File: config.mk
export PLATFORM = sky130hd
export DESIGN_NAME = pgd_front
export DESIGN_NICKNAME = d
export VERILOG_FILES = /design/src/hdl/pgd_pkg.sv /design/src/hdl/pgd_front.sv
export SDC_FILE = /design/constraint.sdc
export NUM_CORES = 2
export LEC_CHECK = 0
export ABC_AREA = 1
export BUFFER_PORTS_ARGS = -buffer_cell sky130_fd_sc_hd__clkbuf_2
export CAP_MARGIN = 20
export CORE_MARGIN = 1.5
export CORE_UTILIZATION = 35
export DETAILED_ROUTE_END_ITERATION = 7
export PLACE_DENSITY = 0.57
export SLEW_MARGIN = 40
export SYNTH_ARGS = -nofsm -noshare
export SYNTH_HDL_FRONTEND = slang
export SYNTH_SLANG_ARGS = --single-unit
File: constraint.sdc
create_clock -name clk_i -period 9.1 [get_ports clk_i]
set_clock_uncertainty 0.15 [all_clocks]
set_input_delay 0.455 -clock clk_i [delete_from_list [all_inputs] [get_ports clk_i]]
set_output_delay 0.455 -clock clk_i [all_outputs]
set_load 0.01 [all_outputs]
File: src/hdl/pgd_pkg.sv
package pgd_pkg;

  localparam int UniformBits = 32;
  localparam int OutFracBits = 26;
  localparam int OutBits     = 32;
  localparam int LogBits     = 56;
  localparam int DivSteps    = 62;
  localparam int SqrtSteps   = 32;
  // right shift that takes |a|*sqrt(r) to the output scale, before the exponent
  localparam int ShiftBias   = 31 + UniformBits - OutFracBits;
  // round(2*ln(2) * 2^62)
  localparam logic [62:0] TwoLn2Q62 = 63'h58B90BFBE8E7BCD6;

  typedef struct packed {
    logic [UniformBits-1:0] mag0;
    logic [UniformBits-1:0] mag1;
    logic                   neg0;
    logic                   neg1;
  } pair_t;

  typedef struct packed {
    pair_t       pair;
    logic [62:0] m;
    logic [6:0]  q;
  } front_t;

  typedef struct packed {
    pair_t              pair;
    logic [62:0]        m;
    logic [62:0]        qm;
    logic signed [7:0]  e;
  } quot_in_t;

  typedef struct packed {
    pair_t              pair;
    logic [62:0]        r;
    logic signed [7:0]  e;
  } root_in_t;

  typedef struct packed {
    pair_t       pair;
    logic [31:0] s;
    logic [6:0]  rsh;
  } scale_in_t;

  // Count leading zeros of a 64-bit word by halving; zero input gives 63.
  function automatic logic [5:0] lzc64(input logic [63:0] v);
    logic [63:0] x;
    logic [5:0]  n;
    x = v;
    n = '0;
    for (int i = 5; i >= 0; i--) begin
      if ((x >> (64 - (1 << i))) == 64'd0) begin
        n = n | 6'(1 << i);
        x = x << (1 << i);
      end
    end
    return n;
  endfunction

endpackage

File: src/hdl/pgd_front.sv
module pgd_front (
  input  logic            clk_i,
  input  logic            rst_ni,
  input  logic            en_i,
  input  logic            valid_i,
  input  logic [31:0]     first_i,
  input  logic [31:0]     second_i,
  output logic            valid_o,
  output pgd_pkg::front_t data_o
);
  import pgd_pkg::*;

  logic [32:0] w0, w1;
  pair_t       map_d;
  pair_t       p1_q, p2_q, p3_q, p4_q;
  logic [63:0] sq0_q, sq1_q;
  logic [64:0] sum;
  logic [63:0] n3_q, n4_q;
  logic [5:0]  lz4_q;
  logic [63:0] norm;
  logic        v1_q, v2_q, v3_q, v4_q, v5_q;
  front_t      out_q;

  // map k to a sign and magnitude of 2k+1-2^B
  always_comb begin
    w0 = {first_i, 1'b1};
    w1 = {second_i, 1'b1};
    map_d.mag0 = w0[32] ? w0[31:0] : 32'(~w0[31:0] + 32'd1);
    map_d.neg0 = ~w0[32];
    map_d.mag1 = w1[32] ? w1[31:0] : 32'(~w1[31:0] + 32'd1);
    map_d.neg1 = ~w1[32];
  end

  assign sum  = {1'b0, sq0_q} + {1'b0, sq1_q};
  assign norm = n4_q << lz4_q;

  // advance valid bits; drop pairs outside the unit circle
  always_ff @(posedge clk_i or negedge rst_ni) begin
    if (!rst_ni) begin
      v1_q <= 1'b0;
      v2_q <= 1'b0;
      v3_q <= 1'b0;
      v4_q <= 1'b0;
      v5_q <= 1'b0;
    end else if (en_i) begin
      v1_q <= valid_i;
      v2_q <= v1_q;
      v3_q <= v2_q && !sum[64] && (sum[63:0] != 64'd0);
      v4_q <= v3_q;
      v5_q <= v4_q;
    end
  end

  // square, sum, count leading zeros, normalize
  always_ff @(posedge clk_i) begin
    if (en_i) begin
      p1_q       <= map_d;
      p2_q       <= p1_q;
      sq0_q      <= 64'(p1_q.mag0) * 64'(p1_q.mag0);
      sq1_q      <= 64'(p1_q.mag1) * 64'(p1_q.mag1);
      p3_q       <= p2_q;
      n3_q       <= sum[63:0];
      p4_q       <= p3_q;
      n4_q       <= n3_q;
      lz4_q      <= lzc64(n3_q);
      out_q.pair <= p4_q;
      out_q.m    <= norm[63:1];
      out_q.q    <= 7'({1'b0, lz4_q} + 7'd1);
    end
  end

  assign valid_o = v5_q;
  assign data_o  = out_q;

endmodule

-- Word level (Yosys, flattened, before mapping)
Cells that the tools add are included.
- reduce and logical (&&, ||, !) cells: 10
- multiply operators: 2
- mux-type cells: 17
- $add $sub $neg: 4
- bitwise operators: 4
- shift-type cells: 1
- operator list (operator ; number):
    $mux 64 ; 10
    $logic_not 64->1 ; 6
    $mul 32x32->64 ; 2
    $add 64x64->65 ; 1
    $add 32x1->32 const B ; 2
    $mux 32 ; 2
    $not 32->32 ; 2
    $reduce_bool 64->1 ; 1
    $shl 64x6->64 ; 1
    $add 6x1->7 const B ; 1
    $mux 6 ; 1
    $mux 5 ; 1
    $mux 4 ; 1
    $mux 3 ; 1
    $logic_and 1x1->1 ; 2
    $mux 2 ; 1
    $not 1->1 ; 2
    $logic_not 1->1 ; 1
- word-level logic and storage cells: 73
- input bits: 68
- output and inout bits: 137
- register bits after elaboration: 667

-- Logic depth before layout (Yosys ltp)
- depth after elaboration: 16
- mapped depth: 39
- gate-level depth less buffers: 38

-- Worst setup path before layout
Ideal clock, no wire load.
- path type: reg-to-reg
- start: register p1_q[16] (netlist name)
- end: register sq1_q[53], data pin
- setup time: 265 ps
- period minus slack after synthesis: 7493 ps
- buffers on the path: 2
- setup slack: 1607 ps
- required time: 8685 ps
- stages on the path, launching flop included: 29
- arrival time: 7077 ps
- path through: edfxtp_1 clkbuf_1 buf_1 nand2_1 fa_1 fa_1 inv_1 fa_1 inv_1 fa_1 inv_1 fa_1 inv_1 fa_1 inv_1 fa_1 fa_1 ha_1 a21oi_1 inv_1 a31oi_1 inv_1 a21oi_1 o21ai_0 a21oi_1 nor2_1 a21boi_0 o21ai_0 xor2_1
- longest elaborated chain between the ends: 1
- RTL lines (what ; RTL line ; text):
    from (decl) ; pgd_front.sv:15 ; pair_t p1_q, p2_q, p3_q, p4_q;
    from (signal assigned) ; pgd_front.sv:57 ; p1_q <= map_d;
    $mul 32x32->64 ; pgd_front.sv:60 ; sq1_q <= 64'(p1_q.mag1) * 64'(p1_q.mag1);
    to (signal assigned) ; pgd_front.sv:60 ;
    to (decl) ; pgd_front.sv:16 ; logic [63:0] sq0_q, sq1_q;
No other way between the ends.
A chain may end at the register's enable or synchronous reset.

-- Worst setup path after layout
- start: register p1_q[9] (netlist name)
- end: register sq1_q[52], data pin
The elaborated chain is that of the path after synthesis.

==> metrics <==
status=finished clean; RSZ-0062 raised after global routing=false; CP endpoint kind=flip-flop; TNS Setup=0 ns; I/O Pins=205; FP Rows=183; drt via density=4.691; Routed Antenna Nets=0; TritonRoute pass-1 iters=6; DR top layer=met5; Final GP Congestion=0.9071; starting DRC count in detailed routing=4062; Final WS setup=approximately 0.5 ns; FFs w/ async S/R, synth=0.7704%; area fraction of the dominant cell type after synthesis=about 36%; Die H=between 500 and 600 um; top post-synthesis cells by area=fa_1 36%, edfxtp_1 22%, inv_1 12%, ha_1 9.5%, nand2_1 7.0%; Sink Count=649; EDFF count, synth=around 640; vias in the first global route=66110; clock tree buffer depth=3; Synth cell types=55; Tot GR Track Use=18.56%; type of element launching the critical path=flip-flop; CTS tree=yes; Critical Path AT=about 8.9 ns; placed cells=12670; Rel. slew slack=41.46%; crit path time final=around 8.6 ns; Max Fclk=around 120 MHz; Post-DP HPWL=192600 um; port bufs=202; largest net degree at the start of global routing=between 150 and 200; # DRC=0; metal2 WL=114800 um; Root Driver=clkbuf_16; NumNets Final=11800; H-tree levels=3; core area=248400 um2; wire length per cell=17.81 um; WL met3=10190 um; Detailed Route WL=approximately 230000 um; Final period util=94.48%; Primary FF master, synth=edfxtp_1; most frequent cells in the layout=2684 x inv_1, 1638 x nand2_1, 1586 x fa_1; fraction of layout cells with a size suffix above 1=5.297%; clock latency on the worst-skew pair=0.68 ns; first-pass GRT wire length=about 370000 um; Layout Cells excl Fill=approximately 13000; Crit path largest cell delay=about 0.86 ns; min-delay worst type=in2reg; Avg Synthesized Cell Area=9.430 um2; Initial Utilization=a little over a third; worst-margin pin slew=0.8782 ns; Overflow after GRT=0; Final setup viols=0; Metal-1 WL=just under 100000 um; via count=60350; full die area=252700 um2; commonest non-fill, non-tap cell in the layout=inv_1; max-cap violation count=0; die width=502.7 um; most used cell along the critical path=fa_1; Layout area overhead=9.644%; TritonCTS Buffers=71; Slowest cell on crit path=edfxtp_1; post-place setup slack=0.6379 ns; Yosys reg bits=649; clock-pin slew on the worst setup and hold paths=0.06 ns; Mapped Area=87390 um2; worst-path maximum fanout=21; sequential-to-total area share from yosys stat=22.27%; Final Hold Viols=0; initial antenna violation count=6; Setup CP Type=reg2reg; cell accounting for the most synthesized area=fa_1; Final Max Slew Viols=0; CTS resizes=0; yosys warns=0; CP Data Required Time=9.35 ns; Synth Instances=between 9000 and 10000
-- worst paths after layout --
path / startpoint / endpoint / slack, ns / cells after the start
setup / recovery: p1_q[9] / sq1_q[52] / 0.50 / 25
hold / removal: first_i[2] / p1_q[37] / 0.02 / 2
setup reg to reg: p1_q[9] / sq1_q[52] / 0.50 / 25
hold reg to reg: p4_q[0] / data_o[70] / 0.26 / 0
max in group asynchronous: rst_ni / v1_q / 8.55 / 2
min in group asynchronous: rst_ni / valid_o / 0.10 / 2
-- worst max-delay path: cells and delay by family, from the launching register on --
kind | cells | cell delay [ns]
simple gates | 7 | 0.98
compound gates | 3 | 1.08
flops | 1 | 0.86
fa+ha+maj | 9 | 4.44
buf+inv | 6 | 0.82
-- through the flow --
step                util [%]  cell area, um2  hold WS (ns)
finish                 38.57           95820       0.02358
detailed placement     37.38           92860        0.1369
global placement       37.31           92690        0.1283
floorplan                  -           87390      0.009409
CTS                    38.53           95730       0.01214
global route           38.57           95810       0.04606
-- state kept, by name (all words and copies together), names as in the netlist --
signal,cells
v3_q,1
n4_q,62
p1_q,64
v2_q,1
v4_q,1
v1_q,1
valid_o,1
sq0_q,62
data_o,134
n3_q,62
lz4_q,6
p3_q,64
p4_q,64
p2_q,64
sq1_q,62
-- cell families (layout without fill, tap and decap cells) --
logic type,count (synthesis),after routing,synth area share (%)
buffers and inverters,2966,3232,12.76
adders and majority gates,2248,2248,45.81
and+or+nand+nor,2176,2176,9.795
AOI/OAI and AO/OA,850,850,5.504
DFF,649,649,22.27
xor gates and xnor gates,326,326,3.267
muxes,51,51,0.5856
other,1,4,0.004291
-- synthesized netlist by cell type (2+ instances only) --
cell / number
nor3_1: 39
nor2_4: 5
o21ai_2: 5
a221oi_1: 7
clkbuf_1: 206
nand2_1: 1638
o311ai_0: 3
a31oi_1: 98
o2111ai_1: 10
inv_2: 6
a21boi_0: 9
o221ai_1: 2
o211ai_1: 16
nor2_2: 2
edfxtp_1: 644
mux2i_1: 50
a21boi_1: 5
nand2_2: 7
nor2_1: 309
a211oi_1: 3
nor4_1: 7
buf_1: 66
a311oi_1: 2
dfrtp_1: 5
o21ai_0: 265
xnor2_1: 146
nand3_1: 144
o21a_1: 20
buf_4: 3
inv_1: 2684
o21ai_1: 18
fa_1: 1586
or2_2: 9
o31ai_1: 6
a21o_1: 14
a31o_2: 3
ha_1: 662
nand4_1: 10
a21oi_1: 317
o21bai_1: 39
xor2_1: 180
a21oi_2: 4
-- layout make-up --
| class | count | area (um2) |
|---|---|---|
| antenna | 2 | 5.005 |
| clock inverter | 40 | 411.6 |
| sequential | 649 | 19460 |
| clock buffer | 86 | 1843 |
| fill | 24690 | 152600 |
| timing repair buffer | 416 | 3048 |
| inverter | 2690 | 10100 |
| tap | 3330 | 4167 |
| multi-input combinational | 5653 | 56780 |
-- per-layer routing --
metal / global-route usage (%) / up-vias
met2: 32.51 / 1416
li1: - / 28080
met4: 4.792 / 2
met3: 1.675 / 277
met1: 24.54 / 30570
met5: 0 / -
-- what timing repair did --
action,in CTS,in global routing
endpoints found under the setup margin,0,0
hold buffers,62,0
hold endpoints to repair,66,0
buffers inserted,0,0
Power is not shown: default switching activity piles up to over one toggle a cycle in this logic, so the estimate is an artifact.
